===== src/design/dlr_pkg.sv =====
`timescale 1ns / 1ps

package dlr_pkg;

  localparam int COORD_BITS = 12;
  localparam int FRAC_BITS  = 16;
  localparam int COLOR_BITS = 8;

  // coordinate differences need one extra bit
  localparam int DELTA_BITS = COORD_BITS + 1;
  // minor accumulator: sign guard + integer + fraction
  localparam int ACC_BITS   = COORD_BITS + FRAC_BITS + 1;
  // |slope| <= 1, so fraction + one integer bit + sign
  localparam int SLOPE_BITS = FRAC_BITS + 2;
  // quotient magnitude never exceeds 2^FRAC_BITS
  localparam int QUO_BITS   = FRAC_BITS + 1;
  localparam int CNT_BITS   = $clog2(QUO_BITS);

  localparam int FIFO_DEPTH = 4;
  localparam int FIFO_AW    = $clog2(FIFO_DEPTH);

  typedef enum logic {
    KIND_START   = 1'b0,
    KIND_ADVANCE = 1'b1
  } kind_t;

  typedef enum logic [1:0] {
    F_IDLE,
    F_DIV,
    F_PUSH
  } front_state_t;

  typedef struct packed {
    kind_t                          kind;
    logic                           steep;
    logic signed [COORD_BITS-1:0]   maj0;
    logic signed [COORD_BITS-1:0]   maj1;
    logic signed [COORD_BITS-1:0]   min0;
    logic signed [SLOPE_BITS-1:0]   slope;
    logic [COLOR_BITS-1:0]          red;
    logic [COLOR_BITS-1:0]          green;
    logic [COLOR_BITS-1:0]          blue;
  } line_cmd_t;

  typedef struct packed {
    logic full;
    logic empty;
  } fifo_status_t;

endpackage


===== src/design/dlr_front.sv =====
`timescale 1ns / 1ps

module dlr_front (
  input  logic                                  clk,
  input  logic                                  rst_n,
  input  logic                                  in_valid,
  output logic                                  in_stall,
  input  logic                                  in_kind,
  input  logic signed [dlr_pkg::COORD_BITS-1:0] in_x_start,
  input  logic signed [dlr_pkg::COORD_BITS-1:0] in_y_start,
  input  logic signed [dlr_pkg::COORD_BITS-1:0] in_x_end,
  input  logic signed [dlr_pkg::COORD_BITS-1:0] in_y_end,
  input  logic [dlr_pkg::COLOR_BITS-1:0]        in_color_red,
  input  logic [dlr_pkg::COLOR_BITS-1:0]        in_color_green,
  input  logic [dlr_pkg::COLOR_BITS-1:0]        in_color_blue,
  input  dlr_pkg::fifo_status_t                 q_status,
  output logic                                  q_push,
  output dlr_pkg::line_cmd_t                    q_cmd
);
  import dlr_pkg::*;

  front_state_t state_r, state_nxt;

  logic                         steep_r, steep_nxt;
  logic signed [COORD_BITS-1:0] maj0_r, maj0_nxt;
  logic signed [COORD_BITS-1:0] maj1_r, maj1_nxt;
  logic signed [COORD_BITS-1:0] min0_r, min0_nxt;
  logic [COORD_BITS-1:0]        dmaj_r, dmaj_nxt;
  logic                         neg_r, neg_nxt;
  logic                         lsb_r, lsb_nxt;
  logic [COORD_BITS-1:0]        rem_r, rem_nxt;
  logic [QUO_BITS-1:0]          quo_r, quo_nxt;
  logic [CNT_BITS-1:0]          cnt_r, cnt_nxt;
  logic [COLOR_BITS-1:0]        red_r, red_nxt;
  logic [COLOR_BITS-1:0]        green_r, green_nxt;
  logic [COLOR_BITS-1:0]        blue_r, blue_nxt;

  logic signed [DELTA_BITS-1:0] dx, dy, adx_full, ady_full;
  logic [COORD_BITS-1:0]        adx, ady;
  logic                         steep_c;
  logic                         accept;
  logic                         div_bit;
  logic [COORD_BITS:0]          trial;
  logic                         trial_ge;
  logic [SLOPE_BITS-1:0]        quo_ext;

  // classify the endpoints: major axis and stepping direction
  always_comb begin
    dx = {in_x_end[COORD_BITS-1], in_x_end} - {in_x_start[COORD_BITS-1], in_x_start};
    dy = {in_y_end[COORD_BITS-1], in_y_end} - {in_y_start[COORD_BITS-1], in_y_start};
    adx_full = dx[DELTA_BITS-1] ? -dx : dx;
    ady_full = dy[DELTA_BITS-1] ? -dy : dy;
    adx = adx_full[COORD_BITS-1:0];
    ady = ady_full[COORD_BITS-1:0];
    steep_c = !(adx > ady);
  end

  // one restoring division step per cycle
  always_comb begin
    div_bit  = (cnt_r == '0) ? lsb_r : 1'b0;
    trial    = {rem_r, div_bit};
    trial_ge = (trial >= {1'b0, dmaj_r});
    quo_ext  = {1'b0, quo_r};
  end

  always_comb begin
    state_nxt = state_r;
    steep_nxt = steep_r;
    maj0_nxt  = maj0_r;
    maj1_nxt  = maj1_r;
    min0_nxt  = min0_r;
    dmaj_nxt  = dmaj_r;
    neg_nxt   = neg_r;
    lsb_nxt   = lsb_r;
    rem_nxt   = rem_r;
    quo_nxt   = quo_r;
    cnt_nxt   = cnt_r;
    red_nxt   = red_r;
    green_nxt = green_r;
    blue_nxt  = blue_r;

    in_stall = (state_r != F_IDLE) || q_status.full;
    accept   = in_valid && !in_stall;
    q_push   = 1'b0;

    q_cmd.kind  = KIND_START;
    q_cmd.steep = steep_r;
    q_cmd.maj0  = maj0_r;
    q_cmd.maj1  = maj1_r;
    q_cmd.min0  = min0_r;
    q_cmd.slope = neg_r ? -quo_ext : quo_ext;
    q_cmd.red   = red_r;
    q_cmd.green = green_r;
    q_cmd.blue  = blue_r;

    case (state_r)
      F_IDLE: begin
        if (accept) begin
          if (kind_t'(in_kind) == KIND_ADVANCE) begin
            q_push     = 1'b1;
            q_cmd.kind = KIND_ADVANCE;
          end else begin
            steep_nxt = steep_c;
            if (steep_c) begin
              maj0_nxt = dy[DELTA_BITS-1] ? in_y_end   : in_y_start;
              maj1_nxt = dy[DELTA_BITS-1] ? in_y_start : in_y_end;
              min0_nxt = dy[DELTA_BITS-1] ? in_x_end   : in_x_start;
              dmaj_nxt = ady;
              rem_nxt  = adx >> 1;
              lsb_nxt  = adx[0];
            end else begin
              maj0_nxt = dx[DELTA_BITS-1] ? in_x_end   : in_x_start;
              maj1_nxt = dx[DELTA_BITS-1] ? in_x_start : in_x_end;
              min0_nxt = dx[DELTA_BITS-1] ? in_y_end   : in_y_start;
              dmaj_nxt = adx;
              rem_nxt  = ady >> 1;
              lsb_nxt  = ady[0];
            end
            neg_nxt   = dx[DELTA_BITS-1] ^ dy[DELTA_BITS-1];
            quo_nxt   = '0;
            cnt_nxt   = '0;
            red_nxt   = in_color_red;
            green_nxt = in_color_green;
            blue_nxt  = in_color_blue;
            // zero-length line: no division, slope stays zero
            if (adx == '0 && ady == '0) begin
              state_nxt = F_PUSH;
            end else begin
              state_nxt = F_DIV;
            end
          end
        end
      end
      F_DIV: begin
        rem_nxt = trial_ge ? COORD_BITS'(trial - {1'b0, dmaj_r}) : trial[COORD_BITS-1:0];
        quo_nxt = {quo_r[QUO_BITS-2:0], trial_ge};
        cnt_nxt = cnt_r + 1'b1;
        if (cnt_r == CNT_BITS'(QUO_BITS - 1)) begin
          state_nxt = F_PUSH;
        end
      end
      F_PUSH: begin
        if (!q_status.full) begin
          q_push    = 1'b1;
          state_nxt = F_IDLE;
        end
      end
      default: begin
        state_nxt = F_IDLE;
      end
    endcase
  end

  always_ff @(posedge clk) begin
    if (!rst_n) begin
      state_r <= F_IDLE;
    end else begin
      state_r <= state_nxt;
    end
  end

  always_ff @(posedge clk) begin
    steep_r <= steep_nxt;
    maj0_r  <= maj0_nxt;
    maj1_r  <= maj1_nxt;
    min0_r  <= min0_nxt;
    dmaj_r  <= dmaj_nxt;
    neg_r   <= neg_nxt;
    lsb_r   <= lsb_nxt;
    rem_r   <= rem_nxt;
    quo_r   <= quo_nxt;
    cnt_r   <= cnt_nxt;
    red_r   <= red_nxt;
    green_r <= green_nxt;
    blue_r  <= blue_nxt;
  end

endmodule


===== src/design/dlr_queue.sv =====
`timescale 1ns / 1ps

module dlr_queue (
  input  logic                  clk,
  input  logic                  rst_n,
  input  logic                  push,
  input  dlr_pkg::line_cmd_t    push_data,
  input  logic                  pop,
  output dlr_pkg::line_cmd_t    head,
  output dlr_pkg::fifo_status_t status
);
  import dlr_pkg::*;

  line_cmd_t          entries_r [FIFO_DEPTH];
  logic [FIFO_AW-1:0] wr_ptr_r, wr_ptr_nxt;
  logic [FIFO_AW-1:0] rd_ptr_r, rd_ptr_nxt;
  logic [FIFO_AW:0]   count_r, count_nxt;

  always_comb begin
    status.full  = (count_r == (FIFO_AW + 1)'(FIFO_DEPTH));
    status.empty = (count_r == '0);
    head         = entries_r[rd_ptr_r];

    wr_ptr_nxt = push ? wr_ptr_r + 1'b1 : wr_ptr_r;
    rd_ptr_nxt = pop ? rd_ptr_r + 1'b1 : rd_ptr_r;
    count_nxt  = count_r;
    if (push && !pop) begin
      count_nxt = count_r + 1'b1;
    end else if (pop && !push) begin
      count_nxt = count_r - 1'b1;
    end
  end

  always_ff @(posedge clk) begin
    if (!rst_n) begin
      wr_ptr_r <= '0;
      rd_ptr_r <= '0;
      count_r  <= '0;
    end else begin
      wr_ptr_r <= wr_ptr_nxt;
      rd_ptr_r <= rd_ptr_nxt;
      count_r  <= count_nxt;
    end
  end

  always_ff @(posedge clk) begin
    if (push) begin
      entries_r[wr_ptr_r] <= push_data;
    end
  end

endmodule


===== src/design/dlr_back.sv =====
`timescale 1ns / 1ps

module dlr_back (
  input  logic                                  clk,
  input  logic                                  rst_n,
  input  dlr_pkg::line_cmd_t                    head,
  input  dlr_pkg::fifo_status_t                 q_status,
  output logic                                  q_pop,
  output logic                                  out_valid,
  input  logic                                  out_stall,
  output logic signed [dlr_pkg::COORD_BITS-1:0] out_pixel_x,
  output logic signed [dlr_pkg::COORD_BITS-1:0] out_pixel_y,
  output logic [dlr_pkg::COLOR_BITS-1:0]        out_pixel_red,
  output logic [dlr_pkg::COLOR_BITS-1:0]        out_pixel_green,
  output logic [dlr_pkg::COLOR_BITS-1:0]        out_pixel_blue,
  output logic                                  out_last_point
);
  import dlr_pkg::*;

  logic                         active_r, active_nxt;
  logic                         steep_r, steep_nxt;
  logic signed [COORD_BITS-1:0] pos_r, pos_nxt;
  logic signed [COORD_BITS-1:0] lim_r, lim_nxt;
  logic signed [ACC_BITS-1:0]   acc_r, acc_nxt;
  logic signed [SLOPE_BITS-1:0] slope_r, slope_nxt;
  logic [COLOR_BITS-1:0]        red_r, red_nxt;
  logic [COLOR_BITS-1:0]        green_r, green_nxt;
  logic [COLOR_BITS-1:0]        blue_r, blue_nxt;

  logic                         out_valid_r, out_valid_nxt;
  logic signed [COORD_BITS-1:0] px_r, px_nxt;
  logic signed [COORD_BITS-1:0] py_r, py_nxt;
  logic [COLOR_BITS-1:0]        ored_r, ored_nxt;
  logic [COLOR_BITS-1:0]        ogreen_r, ogreen_nxt;
  logic [COLOR_BITS-1:0]        oblue_r, oblue_nxt;
  logic                         olast_r, olast_nxt;

  logic                         is_start, emit;
  logic                         cur_steep;
  logic signed [COORD_BITS-1:0] cur_pos, cur_lim, minor;
  logic signed [ACC_BITS-1:0]   cur_acc;
  logic signed [SLOPE_BITS-1:0] cur_slope;
  logic                         last, round_up;
  logic [COORD_BITS:0]          acc_int;

  always_comb begin
    is_start  = (head.kind == KIND_START);
    emit      = is_start || active_r;
    q_pop     = !q_status.empty && (!out_valid_r || !out_stall);

    cur_steep = is_start ? head.steep : steep_r;
    cur_pos   = is_start ? head.maj0  : pos_r;
    cur_lim   = is_start ? head.maj1  : lim_r;
    cur_slope = is_start ? head.slope : slope_r;
    cur_acc   = is_start ? {head.min0[COORD_BITS-1], head.min0, {FRAC_BITS{1'b0}}} : acc_r;

    // truncate toward zero: floor, then bump negatives with a fraction
    acc_int  = cur_acc[ACC_BITS-1:FRAC_BITS];
    round_up = cur_acc[ACC_BITS-1] && (cur_acc[FRAC_BITS-1:0] != '0);
    minor    = acc_int[COORD_BITS-1:0] + COORD_BITS'(round_up);
    last     = (cur_pos >= cur_lim);

    active_nxt = active_r;
    steep_nxt  = steep_r;
    pos_nxt    = pos_r;
    lim_nxt    = lim_r;
    acc_nxt    = acc_r;
    slope_nxt  = slope_r;
    red_nxt    = red_r;
    green_nxt  = green_r;
    blue_nxt   = blue_r;

    px_nxt     = px_r;
    py_nxt     = py_r;
    ored_nxt   = ored_r;
    ogreen_nxt = ogreen_r;
    oblue_nxt  = oblue_r;
    olast_nxt  = olast_r;
    out_valid_nxt = out_valid_r && out_stall;

    if (q_pop) begin
      if (is_start) begin
        steep_nxt = head.steep;
        lim_nxt   = head.maj1;
        slope_nxt = head.slope;
        red_nxt   = head.red;
        green_nxt = head.green;
        blue_nxt  = head.blue;
      end
      if (emit) begin
        out_valid_nxt = 1'b1;
        px_nxt     = cur_steep ? minor : cur_pos;
        py_nxt     = cur_steep ? cur_pos : minor;
        ored_nxt   = is_start ? head.red : red_r;
        ogreen_nxt = is_start ? head.green : green_r;
        oblue_nxt  = is_start ? head.blue : blue_r;
        olast_nxt  = last;
        active_nxt = !last;
        pos_nxt    = cur_pos + 1'b1;
        acc_nxt    = cur_acc + {{(ACC_BITS - SLOPE_BITS){cur_slope[SLOPE_BITS-1]}}, cur_slope};
      end else begin
        out_valid_nxt = 1'b0;
      end
    end
  end

  always_ff @(posedge clk) begin
    if (!rst_n) begin
      active_r    <= 1'b0;
      out_valid_r <= 1'b0;
    end else begin
      active_r    <= active_nxt;
      out_valid_r <= out_valid_nxt;
    end
  end

  always_ff @(posedge clk) begin
    steep_r  <= steep_nxt;
    pos_r    <= pos_nxt;
    lim_r    <= lim_nxt;
    acc_r    <= acc_nxt;
    slope_r  <= slope_nxt;
    red_r    <= red_nxt;
    green_r  <= green_nxt;
    blue_r   <= blue_nxt;
    px_r     <= px_nxt;
    py_r     <= py_nxt;
    ored_r   <= ored_nxt;
    ogreen_r <= ogreen_nxt;
    oblue_r  <= oblue_nxt;
    olast_r  <= olast_nxt;
  end

  assign out_valid       = out_valid_r;
  assign out_pixel_x     = px_r;
  assign out_pixel_y     = py_r;
  assign out_pixel_red   = ored_r;
  assign out_pixel_green = ogreen_r;
  assign out_pixel_blue  = oblue_r;
  assign out_last_point  = olast_r;

endmodule


===== src/design/dda_line_rasterizer_unit.sv =====
// advance transaction: queue write on acceptance, then back-end pickup into the output register;
//   one pixel per cycle sustained while the receiver does not stall
// start transaction: one-bit-per-cycle slope division in the front end, then a queue write
//   and back-end pickup into the output register; a zero-length line skips the division
// the front end stalls its input while it divides and pushes a start, so starts run one at a time
// reset (rst_n low, synchronous): queue emptied, no line active, output register empty
`timescale 1ns / 1ps

module dda_line_rasterizer_unit (
  input  logic                                  clk,
  input  logic                                  rst_n,
  input  logic                                  in_valid,
  output logic                                  in_stall,
  input  logic                                  in_kind,
  input  logic signed [dlr_pkg::COORD_BITS-1:0] in_x_start,
  input  logic signed [dlr_pkg::COORD_BITS-1:0] in_y_start,
  input  logic signed [dlr_pkg::COORD_BITS-1:0] in_x_end,
  input  logic signed [dlr_pkg::COORD_BITS-1:0] in_y_end,
  input  logic [dlr_pkg::COLOR_BITS-1:0]        in_color_red,
  input  logic [dlr_pkg::COLOR_BITS-1:0]        in_color_green,
  input  logic [dlr_pkg::COLOR_BITS-1:0]        in_color_blue,
  output logic                                  out_valid,
  input  logic                                  out_stall,
  output logic signed [dlr_pkg::COORD_BITS-1:0] out_pixel_x,
  output logic signed [dlr_pkg::COORD_BITS-1:0] out_pixel_y,
  output logic [dlr_pkg::COLOR_BITS-1:0]        out_pixel_red,
  output logic [dlr_pkg::COLOR_BITS-1:0]        out_pixel_green,
  output logic [dlr_pkg::COLOR_BITS-1:0]        out_pixel_blue,
  output logic                                  out_last_point
);
  import dlr_pkg::*;

  // front end -> queue: classified commands (start with finished slope, or advance)
  logic         q_push;
  line_cmd_t    q_cmd;
  // queue -> back end: oldest command and fill status
  line_cmd_t    q_head;
  fifo_status_t q_status;
  logic         q_pop;

  // accepts transactions, sorts endpoints by major axis, runs the slope divider
  dlr_front u_front (
    .clk            (clk),
    .rst_n          (rst_n),
    .in_valid       (in_valid),
    .in_stall       (in_stall),
    .in_kind        (in_kind),
    .in_x_start     (in_x_start),
    .in_y_start     (in_y_start),
    .in_x_end       (in_x_end),
    .in_y_end       (in_y_end),
    .in_color_red   (in_color_red),
    .in_color_green (in_color_green),
    .in_color_blue  (in_color_blue),
    .q_status       (q_status),
    .q_push         (q_push),
    .q_cmd          (q_cmd)
  );

  // short command queue so each side can stall independently
  dlr_queue u_queue (
    .clk       (clk),
    .rst_n     (rst_n),
    .push      (q_push),
    .push_data (q_cmd),
    .pop       (q_pop),
    .head      (q_head),
    .status    (q_status)
  );

  // holds the line state, steps the minor accumulator and drives the output register;
  // an advance with no active line is consumed without a result
  dlr_back u_back (
    .clk             (clk),
    .rst_n           (rst_n),
    .head            (q_head),
    .q_status        (q_status),
    .q_pop           (q_pop),
    .out_valid       (out_valid),
    .out_stall       (out_stall),
    .out_pixel_x     (out_pixel_x),
    .out_pixel_y     (out_pixel_y),
    .out_pixel_red   (out_pixel_red),
    .out_pixel_green (out_pixel_green),
    .out_pixel_blue  (out_pixel_blue),
    .out_last_point  (out_last_point)
  );

  // never write a full queue
  assert property (@(posedge clk) disable iff (!rst_n) !(q_push && q_status.full))
    else $error("command queue overflow");

  // never read an empty queue
  assert property (@(posedge clk) disable iff (!rst_n) !(q_pop && q_status.empty))
    else $error("command queue underflow");

  // an accepted advance goes straight into the queue in the same cycle
  assert property (@(posedge clk) disable iff (!rst_n)
    (in_valid && !in_stall && in_kind == KIND_ADVANCE) |-> q_push)
    else $error("advance transaction lost in front end");

endmodule


===== config.mk =====
export PLATFORM = sky130hd
export DESIGN_NAME = dda_line_rasterizer_unit
export DESIGN_NICKNAME = d
export VERILOG_FILES = /design/src/design/dlr_pkg.sv /design/src/design/dlr_front.sv /design/src/design/dlr_queue.sv /design/src/design/dlr_back.sv /design/src/design/dda_line_rasterizer_unit.sv
export SDC_FILE = /design/constraint.sdc
export NUM_CORES = 1
export LEC_CHECK = 0
export ABC_AREA = 1
export ABC_CLOCK_PERIOD_IN_PS = 6300
export BUFFER_PORTS_ARGS = -buffer_cell sky130_fd_sc_hd__buf_2
export CAP_MARGIN = 10
export CORE_MARGIN = 3
export CORE_UTILIZATION = 37
export DETAILED_ROUTE_END_ITERATION = 16
export PLACE_DENSITY = 0.57
export REMOVE_ABC_BUFFERS = 1
export SLEW_MARGIN = 10
export SYNTH_ARGS = -nofsm -noshare
export SYNTH_HDL_FRONTEND = slang
export SYNTH_HIERARCHICAL = 1
export SYNTH_SLANG_ARGS = --single-unit

===== constraint.sdc =====
create_clock -name clk -period 6.3 [get_ports clk]
set_input_delay 1.26 -clock clk [delete_from_list [all_inputs] [get_ports clk]]
set_output_delay 1.26 -clock clk [all_outputs]
set_load 0.1 [all_outputs]

After elaboration in Yosys (flattened, before gate mapping)
Memories as Yosys holds them, arrays and structs flattened. A register that Yosys moved wholly into a read port is not among the register bits.
Index checks and enable logic that the tools add are counted.
- flip-flop bits (word level): 265
- bits in writable memories: 320
- input bits: 77
- output and inout port bits: 51
- word-level logic and storage cells: 148
- memories: 1
- memories (name ; depth ; width ; read ports ; clocked after memory_dff ; wr ports ; line ; RTL):
    u_queue.entries_r ; 4 ; 80 ; 1 ; 1 ; 1 ; dlr_queue.sv:14 ; line_cmd_t entries_r [FIFO_DEPTH];
- $add $sub $neg: 14
- $lt $le $gt $ge: 3
- equality and inequality tests: 8
- multiplexer cells: 55
- bitwise logic cells: 3
- reductions and logical operators: 31
- operator list (cell ; number):
    $mux 12 ; 19
    $mux 18 ; 2
    $mux 17 ; 2
    $pmux 17 s2 ; 1
    $add 29x29->29 ; 1
    $mux 29 ; 1
    $sub 12x12->13 ; 2
    $logic_not 12->1 ; 2
    $mux 8 ; 3
    $neg 12->12 ; 2
    $pmux 12 s2 ; 1
    $neg 17->18 ; 1
    $reduce_bool 16->1 ; 1
    $mux 2 ; 7
    $ge 13x12->1 ; 1
    $add 12x1->12 ; 1
    $add 12x1->12 const B ; 1
    $ge 12x12->1 ; 1
    $gt 12x12->1 ; 1
    $sub 12x12->12 ; 1
    $mux 1 ; 11
    $mux 11 ; 1
    $mux 5 ; 2
    $pmux 5 s2 ; 1
    25 further kinds ; 48

Longest topological paths before layout
Gate-level depths: netlist of the first run.
- depth in word-level cells: 10
- gate-level depth with buffers: 29

Cells and area by module
Netlist of the first run, hierarchy kept.
- by module, submodules not included (module ; instances ; cells each ; area each (um2) ; sequential area each (um2)):
    dlr_queue ; 1 ; 832 ; 12265.5 ; 9789.4
    dlr_front ; 1 ; 1180 ; 8707.1 ; 3313.2
    dlr_back ; 1 ; 940 ; 8376.8 ; 4394.2

Worst setup path before layout of the first run
Ideal clock, no wire load.
- path kind: input to register
- start: in out_stall
- end: reg u_back.acc_r[0] (enable)
- library setup time: 444 ps
- data arrival time: 6361 ps
- required time: 5856 ps
- path slack: -506 ps
- cell stages on the path: 3
- buffers on the path: 0
- path through: a21oi_1 > o21ai_1 > inv_1
- word-level cells in the longest chain between the ends: 4
- ends and longest elaborated chain (item ; line ; RTL):
    start, declared ; dda_line_rasterizer_unit.sv:23 ; input logic out_stall,
    $logic_not 1->1 ; dlr_back.sv:49 ; q_pop = !q_status.empty && (!out_valid_r || !out_stall);
    $logic_or 1x1->1 ; dlr_back.sv:49 ;
    $logic_and 1x1->1 ; dlr_back.sv:49 ;
    $reduce_and 2->1 (no source line) ; -- ;
    end signal, assigned ; dlr_back.sv:121 ; acc_r <= acc_nxt;
    end, declared ; dlr_back.sv:24 ; logic signed [ACC_BITS-1:0] acc_r, acc_nxt;
No other way between the ends.
A chain may end at the register's enable or synchronous reset.

Final worst setup path of the first run
- start: in in_x_end[0] (netlist bit)
- end: reg u_front.maj0_r[1], data pin
- word-level cells in the longest chain between the ends: 5
- ends and longest elaborated chain (item ; line ; RTL):
    start, declared ; dda_line_rasterizer_unit.sv:17 ; input logic signed [dlr_pkg::COORD_BITS-1:0] in_x_end,
    $sub 12x12->13 * ; dlr_front.sv:49 ; dx = {in_x_end[COORD_BITS-1], in_x_end} - {in_x_start[COORD_BITS-1], in_x_start};
    $neg 12->12 ; dlr_front.sv:51 ; adx_full = dx[DELTA_BITS-1] ? -dx : dx;
    $mux 12 ; dlr_front.sv:51 ;
    $gt 12x12->1 ; dlr_front.sv:55 ; steep_c = !(adx > ady);
    $mux 12 * ; dlr_front.sv:104 ; if (steep_c) begin
    end signal, assigned ; dlr_front.sv:164 ; maj0_r <= maj0_nxt;
    end, declared ; dlr_front.sv:25 ; logic signed [COORD_BITS-1:0] maj0_r, maj0_nxt;
Mark *: on every way between the ends. The rest lies on a longest branch, timed or not.

==> results of run 1 <==
==> report_power, final <==
group | internal, mW | switching [mW] | total [mW]
clock network | 2.55 | 1.61 | 4.16
logic | 2.66 | 7.16 | 9.81
registers | 5.96 | 0.381 | 6.34
==> sequential cells by signal, summed over array words and instances, names as in the netlist, 17 cells and up, named ones only <==
signal,cells
u_front/quo_r,17
u_queue/entries_r,320
u_back/acc_r,29
u_back/slope_r,18
==> logic make-up after synthesis <==
kind of cell               Yosys count
DFF                                587
AOI/OAI and AO/OA                  591
xor gates and xnor gates            69
buffers and inverters              397
adders and majority gates          106
and+or+nand+nor                   1202
==> final cells by class <==
type / count / area (um^2) / share of cell area, %
Clock buffer: 73 / 1699 / 5.081
Clock inverter: 51 / 683.2 / 2.043
Inverter: 282 / 1074 / 3.210
Multi-Input combinational cell: 1968 / 10220 / 30.57
Sequential cell: 587 / 17500 / 52.33
Tap cell: 1040 / 1301 / 3.891
Timing Repair Buffer: 161 / 960.9 / 2.873
==> layout by cell type (no fill, tap or decap), types with 4 or more instances in the layout <==
| master | n |
|---|---|
| sky130_fd_sc_hd__nand2_1 | 635 |
| sky130_fd_sc_hd__edfxtp_1 | 574 |
| sky130_fd_sc_hd__nor2_1 | 343 |
| sky130_fd_sc_hd__o21ai_0 | 295 |
| sky130_fd_sc_hd__inv_1 | 265 |
| sky130_fd_sc_hd__buf_2 | 127 |
| sky130_fd_sc_hd__a21oi_1 | 106 |
| sky130_fd_sc_hd__ha_1 | 101 |
| sky130_fd_sc_hd__o22ai_1 | 99 |
| sky130_fd_sc_hd__nand3_1 | 98 |
| sky130_fd_sc_hd__clkbuf_16 | 67 |
| sky130_fd_sc_hd__xor2_1 | 51 |
| sky130_fd_sc_hd__o21ai_1 | 47 |
| sky130_fd_sc_hd__nand4_1 | 30 |
| sky130_fd_sc_hd__buf_4 | 29 |
| sky130_fd_sc_hd__nor3_1 | 24 |
| sky130_fd_sc_hd__nand2_2 | 19 |
| sky130_fd_sc_hd__xnor2_1 | 17 |
| sky130_fd_sc_hd__clkinv_2 | 16 |
| sky130_fd_sc_hd__bufinv_16 | 14 |
| sky130_fd_sc_hd__clkinv_1 | 14 |
| sky130_fd_sc_hd__or2_2 | 13 |
| sky130_fd_sc_hd__dfxtp_1 | 11 |
| sky130_fd_sc_hd__inv_2 | 10 |
| sky130_fd_sc_hd__nand3b_1 | 8 |
| sky130_fd_sc_hd__nand3_2 | 7 |
| sky130_fd_sc_hd__o211ai_1 | 7 |
| sky130_fd_sc_hd__clkbuf_1 | 6 |
| sky130_fd_sc_hd__o21ai_2 | 6 |
| sky130_fd_sc_hd__nor2_2 | 6 |
| sky130_fd_sc_hd__a21o_1 | 5 |
| sky130_fd_sc_hd__or2_1 | 5 |
| sky130_fd_sc_hd__fa_1 | 5 |
| sky130_fd_sc_hd__o31ai_1 | 5 |
| sky130_fd_sc_hd__inv_6 | 4 |
| sky130_fd_sc_hd__a31oi_1 | 4 |
| sky130_fd_sc_hd__o21bai_1 | 4 |
| sky130_fd_sc_hd__buf_12 | 4 |
==> routing by layer <==
layer | up-vias | global-route usage [%]
met5 | - | 0
met4 | 0 | 5.728
met3 | 94 | 2.359
met2 | 467 | 30.31
met1 | 9908 | 24.45
li1 | 10417 | -
==> per-stage QoR <==
step / area, um^2 / hold WS, ps / cells / power, mW
6_report: 33440 / 429.4 / 4162 / 20.31
5_1_grt: 33440 / 460.0 / 4162 / 21.76
4_1_cts: 33420 / 430.7 / 4161 / 20.46
3_5_place_dp: 31030 / 423.7 / 4037 / 16.24
3_3_place_gp: 31030 / 414.3 / 4037 / 16.17
2_1_floorplan: 28730 / 411.5 / 2837 / 13.48
==> how the worst min path moves through the flow <==
stage	from	endpoint	slack, ps	depth (start not counted)
final	u_queue/rd_ptr_r[1]	register	430	1
after global routing	u_queue/rd_ptr_r[1]	register	460	1
after CTS	u_queue/rd_ptr_r[1]	register	430	1
after detailed placement	u_queue/rd_ptr_r[1]	register	420	1
after global placement	u_queue/rd_ptr_r[1]	register	410	1
after floorplan	u_queue/rd_ptr_r[1]	register	410	1
==> results list, run 1 <==
- Post-cts gate resize count: 0
* Number of global-route vias before repair: 20167
- Once detailed placement completed, the half-perimeter wirelength came to 50600 um.
- 0 antenna diodes ended up in the layout.
- Simple-gate share of the synthesized area: 17.05%
* Cell at the root of the clock tree: sky130_fd_sc_hd__clkbuf_16
- Setup repair after global routing left no endpoint under its margin.
- Compound-gate portion of the synthesized area: 10.87%
- STA classifies the critical path startpoint as an input pin.
- Insertion delay to the later sink of the worst-skew pair: 610 ps
- Routability-driven placement finished with a final weighted congestion of 0.8831.
- Post-CTS timing repair inserted 0 buffers for setup.
* Worst relative slew slack: 34.27%
* Peak ir drop on the vdd network: 0.4642 mV
- I/O pin count: 128
- Clock tree from TritonCTS: built
- Port Buf Inserts: 127
- Number of cells on the critical path: 26
* FF+latch count, synth: 587
* Family with the most delay on the worst path: simple AND/OR/NAND/NOR gates
* CTS sink cnt: 587
- After the first detailed-routing iteration, the DRC count stood at 1572.
- After synthesis, flip-flops and latches occupy 59.62% of the total area.
- Worst Path Arrival: 5340 ps
- Following the worst setup path forward leads to its endpoint at u_front/maj0_r[1].
- In the final routed layout, each cell accounts on average for 18.03 um.
* Capturing element type of the critical path: register
* Cts bufs inserted: 67
* Synth async-reset ratio: 0%
* Detailed Routing Iterations Pass 1: 5
- Share of synthesized cell area in full adder, half adder and majority cells: 4.647%
* Fin util: 42.89%
- DR vias/cell: 5.018
- Slowest cell delay on critical path: 470 ps
* Aggregate global routing overflow: 0
- Derived from the worst setup path, the maximum achievable clock frequency is 200.4 MHz.
- The die is 287.6 um wide.
- Die footprint: 82740 um^2
- Setup slack on the worst reg-to-reg path comes out at 1720 ps.
- Multiplexer area fraction after synthesis: 0%
- Launching instance or port of the critical path: in_x_end[0]
- Height of the chip: 287.6 um
- The total count of max-transition violations in the final report came to 0.
- The H-tree generated during clock tree synthesis spans 3 levels.
- Largest family of logic cells by synthesized area: simple AND/OR/NAND/NOR gates
* Filler Cell Count: 7477
* Starting utilization of the core area: 37.64%
* Clock transition time at the flip-flop clock pins of the worst setup and hold paths: 60 ps
- The top cell type by area accounts for 58.73% of the synthesized area.
- Total wire length: 75050 um
- Prevailing post-synth register cell: sky130_fd_sc_hd__edfxtp_1
- The total area inside the core boundary comes to 77980 um^2.
- The slowest stage of the critical path belongs to the cell sky130_fd_sc_hd__buf_4.
- Across all setup checks in the final design, the least slack found is 1310 ps.
* Number of design rule violations left after detail routing: 0
* Cell taking the most area after synthesis: sky130_fd_sc_hd__edfxtp_1
* Worst R2R End: u_back/out_pixel_y[6]
- Counting cells, the worst reg-to-reg path comes to 13.
- Post-route setup TNS: 0 ps
- Syn-to-layout area delta: 13.95%
- Crit Path Max Fanout: 56
- Static leakage: 13.39 nW
- Ranking of synthesized cells by area: sky130_fd_sc_hd__edfxtp_1, sky130_fd_sc_hd__nand2_1, sky130_fd_sc_hd__o21ai_0
- Crit path buf inv count: 5
- At the pin with the least slew margin, the transition time is 985.9 ps.
* Post-synthesis cell area: 29350 um^2
- Min Clock Period, post-route: 4990 ps
- Share of cells above drive strength 1: 11.27%
- Max-cap violations: 0
- For this run, the post-layout net count is 3250.
- Synthesis produced a netlist whose cell count is 2952.
- Synthesized-area fraction occupied by xor and xnor cells: 2.085%
* Wire length of the first global-routing pass: 116600 um
* Metal3 WL: 3385 um
* Status: finished clean
* Worst min path class: reg2reg
* Routed met1 length: 34190 um
- Final hold vios: 0
- The floorplan has 102 rows.
- Overall global routing resource usage: 18.12%
- By startpoint and endpoint, the worst setup path is classified as in2reg.
- PD cells: 607.4 nW/um^2
* Dpl ws: 723.0 ps
- sky130_fd_sc_hd__nand2_1 is the most common cell in the netlist.
- Synthesis Warnings: 6
- Total via count in the routed design: 20886
- The number of antenna violations at the first check in global routing came to 1.
- Final ANT Viol Nets: 0
- In this design, the critical path's most frequently occurring cell is sky130_fd_sc_hd__nand2_1.
- For this design, the CTS-stage hold fixing added 0 buffers.
- Number of synthesized flops with an enable pin: 574
- Number of distinct standard cells referenced by the synthesized netlist: 52
- The clock arrives with 21.26 ps of skew.
* CP Data Required Time: 6650 ps
- Share of the cycle needed by the critical path after routing: 79.20%
- Routed signal wires occupy layers up through met4.
* Pin count of the biggest net entering global routing: 136
* Average footprint of a synthesized cell: 9.942 um^2
* Finish-stage setup viols: 0
- Cell types with the highest counts after synthesis: sky130_fd_sc_hd__nand2_1, sky130_fd_sc_hd__edfxtp_1, sky130_fd_sc_hd__nor2_1
* Routed length on met2: 35740 um
- Largest buffer count on any clock path: 3
Note: power is estimated with default switching activity, not from simulation.
==> run 2, diff against run 1 <==
ABC_CLOCK_PERIOD_IN_PS = 4300   (was 6300)
clock period = 4.3 ns   (was 6.3 ns; I/O delays follow)
==> run 2 against run 1 <==
Compared with the run above:
- worst setup slack lost 1000 ps
- global-route usage grew 0.092 points
- critical path depth is the same
- die area is the same
- worst hold slack lost 43 ps
- clock-buffer cell count shrank 2
- final area grew 3.8%
- non-clock buffer count grew 191
- utilization grew 1.6 points
- register-to-register slack lost 1300 ps
- clock power grew 24%
- combinational power grew 54%
- largest cell class unchanged
- largest power group unchanged
==> results list, run 2 (same netlist as run 1, synthesis figures left out) <==
- The worst setup path is launched from an input pin.
* Finish-stage setup viols: 0 (unchanged)
- The peak fanout along the critical path is 16 (-71%).
- Largest buffer count on any clock path: 3 (unchanged)
* Transition time of the tightest slew-check pin: 923.2 ps (-62.67 ps)
- The standby leakage power is 14.13 nW (+5.5%).
- Clock skew: 23.97 ps (+2.719 ps)
- Crit-path most repeated cell: sky130_fd_sc_hd__nand2_1
- The area of the core was 77980 um^2 (unchanged).
- Status: finished clean
- In the finished design, the share of the clock period the worst path needs comes to 93.10%.
- The global-route usage over all layers came to 18.21% (+0.092 points).
- The critical path in this run is classified as in2reg.
* Number of global-route vias before repair: 20954 (+3.9%)
- Post-placement cell count: 4226 (+4.7%)
* I/O pin count: 128 (unchanged)
* DRC marker count from the first detailed-route iteration: 1499 (-4.6%)
- Number of levels the H-tree was split into: 2 (-1)
- The global routing stage identified its most utilized layer as met2.
- CP Data Required Time: 4690 ps (-1960 ps)
- Setup repair after global routing left no endpoint under its margin.
- Routability cong.: 0.8935 (+1.2%)
* Worst relative slew slack: 38.45% (+4.2 points)
- Die footprint: 82740 um^2 (unchanged)
* Fin util: 44.50% (+1.6 points)
- Slowest cell delay on critical path: 400 ps (-70 ps)
* Number of nets in the finished design: 3435 (+5.7%)
* Worst hold slack across all endpoints: 386.6 ps (-42.88 ps)
- Global routing usage on met1: 24.39% (-0.066 points)
* Half-perimeter wire length of the detailed placement result: 53760 um (+6.3%)
- Syn-to-layout area delta: 18.24%
- Min Clock Period, post-route: 4003 ps
- Flip-flop count of the largest register, all copies and words added: 320 (unchanged)
- The largest net degree at the start of global routing was 65 (-52%).
- Standard-cell row count: 102 (unchanged)
- Cts bufs inserted: 61 (-9.0%)
- The met2 global-route usage came to 31.14% (+0.83 points).
- The fraction of final layout cells with drive strength greater than 1 was 16.71% (+5.4 points).
* PD cells: 849.0 nW/um^2 (+40%)
- CTS sink cnt: 587 (unchanged)
- The post-CTS clock slew at the launch and capture registers of the worst setup and hold paths is 70 ps (about the same).
- Height of the chip: 287.6 um (unchanged)
- The count of endpoints failing hold in the final timing report is 0 (unchanged).
- Number of design rule violations left after detail routing: 0 (unchanged)
- The number of buffer cells added on primary ports is 127 (unchanged).
* Final max-slew violation count: 0 (unchanged)
- The number of vias per cell after detailed routing is 4.955 (-1.3%).
* Final ANT Viol Nets: 0 (unchanged)
- The via count came to 21531 (+3.1%).
- Based on the critical path, the design can be clocked at up to 249.8 MHz.
- More flip-flops sit in one register than any other, and that register is u_queue/entries_r.
- Wire length of the first global-routing pass: 117900 um (+1.2%)
- Worst min path class: in2reg
- On the critical path, the stage with the largest delay is an instance of sky130_fd_sc_hd__fa_2.
* Total wire length: 75730 um (+0.91%)
- Commonest non-fill, non-tap cell in the layout: sky130_fd_sc_hd__nand2_1
- The clock latency on the worst-skew pair is 640 ps (+30 ps).
* Peak ir drop on the vdd network: 0.4069 mV (-12%)
- The tree is rooted in a sky130_fd_sc_hd__clkbuf_16.
- The fraction of met3 tracks used by global routing is 2.312% (-0.048 points).
- Final Instance Count excl. Fillers: 4345 (+4.4%)
* Registers with the highest flip-flop counts: u_queue/entries_r: 320 flops, u_back/acc_r: 29 flops, u_back/slope_r: 18 flops
- Most frequent cells in the layout: sky130_fd_sc_hd__nand2_1, sky130_fd_sc_hd__edfxtp_1, sky130_fd_sc_hd__nor2_1, sky130_fd_sc_hd__o21ai_0, sky130_fd_sc_hd__inv_1
* Floorplan die width: 287.6 um (unchanged)
- Clock tree from TritonCTS: built
* Initial antenna violation count: 2 (+1)
* Worst Path Arrival: 4400 ps (-940 ps)
- The wire length per cell after detailed routing was 17.43 um (-3.3%).
- The global-route congestion overflow total came to 0 (unchanged).
- Capturing element type of the critical path: register
- The iteration count of the initial detailed-routing pass was 5 (unchanged).
* Max-cap violations: 0 (unchanged)
- The effective utilization at floorplan was 37.64% (unchanged).
## run 2: changes by cell type in the layout (fill, tap and decap cells not counted), sizes merged
cell      change
bufinv        -9
diode         +1
clkinv        -4
clkinvlp      +6
buf         +189
## run 2: layer usage
layer  up-vias  wire [um]
met2       479      36870
met4         0       1763
met5         -          0
met1     10163      33790
li1      10788          -
met3       101       3302
## run 2: final timing paths
kind | from | endpoint | slack (ps) | depth (start not counted)
setup / recovery | in_y_end[0] | u_front/maj0_r[0] | 300 | 26
hold / removal | in_color_green[2] | u_front/green_r[2] | 390 | 1
setup reg to reg | register | u_back/acc_r[18] | 400 | 18
hold reg to reg | u_queue/rd_ptr_r[1] | register | 440 | 1
## run 2: area by class of cell
class                      instances  area (um^2)
fill                            7456        43280
sequential                       587        17500
multi-input combinational       1968        10300
timing repair buffer             352         2551
clock buffer                      71         1564
tap                             1040         1301
inverter                         282         1080
clock inverter                    44        402.9
antenna                            1        2.502
## run 2: stage by stage
stage | area, um^2 | total power, mW | setup WS [ps] | setup TNS (ps)
floorplan | 28730 | 19.75 | -5492 | -1301800
global placement | 32580 | 24.11 | -375.6 | -16650
detailed placement | 32580 | 24.27 | -425.6 | -18580
CTS | 34540 | 29.51 | 261.5 | 0
global route | 34700 | 31.67 | 5.717 | 0
finish | 34700 | 29.46 | 296.6 | 0
## run 2: critical path, delay by kind of cell
family / cells / cell delay (ps)
compound gates: 7 / 1020
fa+ha+maj: 3 / 890
simple gates: 9 / 840
buf+inv: 7 / 770
## run 2: report_power, final
group	internal, mW	switching [mW]	leakage [nW]
combinational	4.40	10.7	7.75
sequential	8.72	0.510	5.44
clock	2.92	2.24	0.943
## run 2: timing repair
item                                    in CTS  in global routing
endpoints found under the setup margin       0                 56
setup buffers                                0                  1
hold buffers                                 0                  0
resized for setup                            0                 30
==> run 3, diff against run 2 <==
ABC_CLOCK_PERIOD_IN_PS = 3550   (was 4300)
clock period = 3.55 ns   (was 4.3 ns; I/O delays follow)
==> run 3 against run 2 <==
Compared with the run above:
- the run now ends with negative setup slack left
- global-route usage is 0.16 points higher
- wire length up 2.5%
- die area unchanged
- register-to-register slack worse by 120 ps
- clock-buffer cell count is 3 higher
- final area grew 3.8%
- non-clock buffer count rose by 93
- clock skew is 3.9 ps lower
- sequential power grew 20%
- combinational power up 37%
- final cell count rose by 2.0%
- clock power up 15%
- critical path type unchanged
==> results list, run 3 (same netlist as run 1, synthesis figures left out) <==
- Status: finished, violations left
- Failing checks: negative setup slack
- The endpoint identified for the worst register-to-register timing path is u_back/active_r.
- TritonCTS built the clock tree.
- Internal: 20.97 mW (+31%)
* Routability cong.: 0.8694 (-2.7%)
* Worst relative slew slack: 38.70% (+0.25 points)
- The peak fanout along the critical path is 8 (-8).
* Wire length of the first global-routing pass: 119100 um (+0.97%)
- Clock skew: 20.11 ps (-3.863 ps)
- The number of flip-flops under the largest register name was 320 (unchanged).
- The worst path required time is 3920 ps (-770 ps).
- The worst hold path begins at in_color_blue[5].
- Starting utilization of the core area: 37.64% (unchanged)
- Transition time of the tightest slew-check pin: 919.4 ps (-3.804 ps)
- Worst-case reg-to-reg path depth: 18 (unchanged)
- Final max-slew violation count: 0 (unchanged)
- Filler Cell Count: 7320 (-1.8%)
* Min Clock Period, post-route: 3737 ps
- The largest registers in the layout are u_queue/entries_r: 320 flops, u_back/acc_r: 29 flops, u_back/slope_r: 18 flops.
- The count of pins on the block boundary was 128 (unchanged).
* Part of the total power dissipated in combinational logic: 54.8% (+3.7 points)
- Syn-to-layout area delta: 22.74%
- The via count of the first global-routing pass was 21474 (+2.5%).
- Worst-case hold path end point: u_front/blue_r[5]
- Most frequent cells in the layout: sky130_fd_sc_hd__nand2_1, sky130_fd_sc_hd__edfxtp_1, sky130_fd_sc_hd__nor2_1, sky130_fd_sc_hd__buf_4, sky130_fd_sc_hd__inv_1
- Overall global routing resource usage: 18.37% (+0.16 points)
- Static leakage: 14.74 nW (+4.3%)
- The final number of setup-violating endpoints is 60 (+60).
- Height of the chip: 287.6 um (unchanged)
- Core Box Area: 77980 um^2 (unchanged)
- The post-CTS clock slew at the launch and capture registers of the worst setup and hold paths came to 60 ps (about the same).
* Final Instance Count excl. Fillers: 4430 (+2.0%)
* Insertion delay to the later sink of the worst-skew pair: 630 ps (about the same)
- Aggregate global routing overflow: 0 (unchanged)
- Switching power summed over all nets: 16.82 mW (+25%)
* Number of design rule violations left after detail routing: 0 (unchanged)
* Detailed Routing Iterations Pass 1: 6 (+1)
* Category of the critical setup timing path: in2reg
* Capturing element type of the critical path: register
- Share of the cycle needed by the critical path after routing: 105.3%
* Largest buffer count on any clock path: 3 (unchanged)
* Floorplan die width: 287.6 um (unchanged)
* Share of cells above drive strength 1: 21.42% (+4.7 points)
- The maximum VDD drop was 0.5572 mV (+37%).
* Minimum setup slack in the final design: -187.2 ps (-483.8 ps)
- Total power of the final layout: 37.78 mW (+28%)
- Max-cap violations: 0 (unchanged)
- The remaining antenna violation count after routing was 0 (unchanged).
- The largest net degree at the start of global routing is 95 (+46%).
- The full die area is 82740 um^2 (unchanged).
* DRC marker count from the first detailed-route iteration: 1625 (+8.4%)
- The count of endpoints failing hold in the final timing report came to 0 (unchanged).
- CTS sink cnt: 587 (unchanged)
- WL per Instance: 17.52 um (+0.51%)
- DR vias/cell: 4.981 (+0.51%)
- The worst hold path depth came to 1 (unchanged).
- The half-perimeter wire length of the detailed placement result came to 53000 um (-1.4%).
- The power density over cell area came to 1049 nW/um^2 (+24%).
- Diode count: 0 (-1)
* Initial antenna violation count: 1 (-1)
* Total via count in the routed design: 22065 (+2.5%)
- Sequential standard cell area: 17500 um^2 (unchanged)
- Number of nets in the finished design: 3527 (+2.7%)
* Type of element launching the critical path: input pin
* Sw Share: 44.51% (-1.1 points)
- The number of rows created at floorplan was 102 (unchanged).
* Setup repair after global routing missed its margin: yes
* Total wire length: 77610 um (+2.5%)
- R2R setup slack: 280 ps (-120 ps)
- The library cell used most frequently in the layout, excluding fill and tap cells, is sky130_fd_sc_hd__nand2_1.
- The clock power share is 15.7% (-1.8 points).
- Register ranked first by flip-flop count: u_queue/entries_r
- Achievable frequency: 267.6 MHz
- The portion of total power attributed to sequential cells is 29.5% (-1.8 points).
* Combined area of the multi-input logic cells: 10730 um^2 (+4.2%)
- The number of buffers inserted during clock tree synthesis was 60 (-1.6%).
- The number of buffer cells added on primary ports was 127 (unchanged).
* Worst min path class: in2reg
- Worst Path Arrival: 4110 ps (-290 ps)
* Cell at the root of the clock tree: sky130_fd_sc_hd__clkbuf_16
* Number of levels the H-tree was split into: 2 (unchanged)
* Post-placement cell count: 4292 (+1.6%)
run 3: how the worst max path moves through the flow:
stage / from / to / cells after the start
floorplan: register / u_back/acc_r[0] / 5
global placement: in_y_end[0] / u_front/rem_r[1] / 25
detailed placement: in_y_end[0] / u_front/rem_r[1] / 25
CTS: in_y_end[0] / u_front/maj1_r[4] / 27
global route: in_y_end[0] / u_front/rem_r[1] / 25
finish: in_y_end[0] / u_front/rem_r[4] / 25
run 3: final cells by class:
type / count / share of cell area (%)
multi-input cells: 1968 / 29.78
inverters: 282 / 3.018
repair buffers: 445 / 9.857
flip-flops and latches: 587 / 48.58
clock inverters: 34 / 0.8371
well taps: 1040 / 3.612
clock buffers: 74 / 4.314
run 3: critical path, cell delays in order:
cell and delay (ps):
sky130_fd_sc_hd__buf_8 80, sky130_fd_sc_hd__inv_4 30, sky130_fd_sc_hd__ha_4 160, sky130_fd_sc_hd__fa_2 590
sky130_fd_sc_hd__ha_4 160, sky130_fd_sc_hd__inv_2 40, sky130_fd_sc_hd__nor2_4 100, sky130_fd_sc_hd__nand3_2 80
sky130_fd_sc_hd__nor2_2 110, sky130_fd_sc_hd__nand4_1 140, sky130_fd_sc_hd__nand2_1 130, sky130_fd_sc_hd__nand3b_1 120
sky130_fd_sc_hd__nand2_2 110, sky130_fd_sc_hd__inv_2 50, sky130_fd_sc_hd__ha_4 260, sky130_fd_sc_hd__nand4_1 130
sky130_fd_sc_hd__nor2_2 150, sky130_fd_sc_hd__buf_4 120, sky130_fd_sc_hd__inv_2 30, sky130_fd_sc_hd__o21ai_4 210
sky130_fd_sc_hd__clkinv_4 150, sky130_fd_sc_hd__clkbuf_16 200, sky130_fd_sc_hd__buf_8 120, sky130_fd_sc_hd__nor2_4 70
sky130_fd_sc_hd__o21ai_2 50
run 3: layer usage:
layer	wire, um	global-route usage (%)
met4	1363	3.679
met1	34760	24.22
met5	0	0
met3	3395	2.375
met2	38090	32.41
run 3: timing repair:
item / in CTS / in global routing
resized for setup: 152 / 82
pin swaps: 60 / 46
hold buffers: 0 / 0
buffers inserted: 22 / 3
gates cloned: 5 / 5
endpoints found under the setup margin: 61 / 74
hold endpoints to repair: 0 / 0
run 3: stage by stage:
step / utilization, % / area (um^2) / setup WS, ps / setup TNS (ps) / hold WS, ps
2_1_floorplan: - / 28730 / -6242 / -1605220 / 411.5
3_3_place_gp: 42.59 / 33210 / -999.8 / -52950 / 434.9
3_5_place_dp: 42.59 / 33210 / -1047 / -56930 / 435.3
4_1_cts: 45.86 / 35760 / -181.3 / -6264 / 207.0
5_1_grt: 46.20 / 36020 / -418.6 / -22200 / 222.6
6_report: 46.20 / 36020 / -187.2 / -7878 / 249.7
run 3: power groups by stage:
stage / Combinational [mW] / Sequential, mW / Clock, mW
floorplan: 9.75 / 13.5 / 0
global placement: 19.4 / 11.3 / 0
detailed placement: 19.5 / 11.3 / 0
CTS: 20.5 / 11.2 / 6.08
global route: 22.8 / 11.3 / 6.35
finish: 20.7 / 11.1 / 5.94
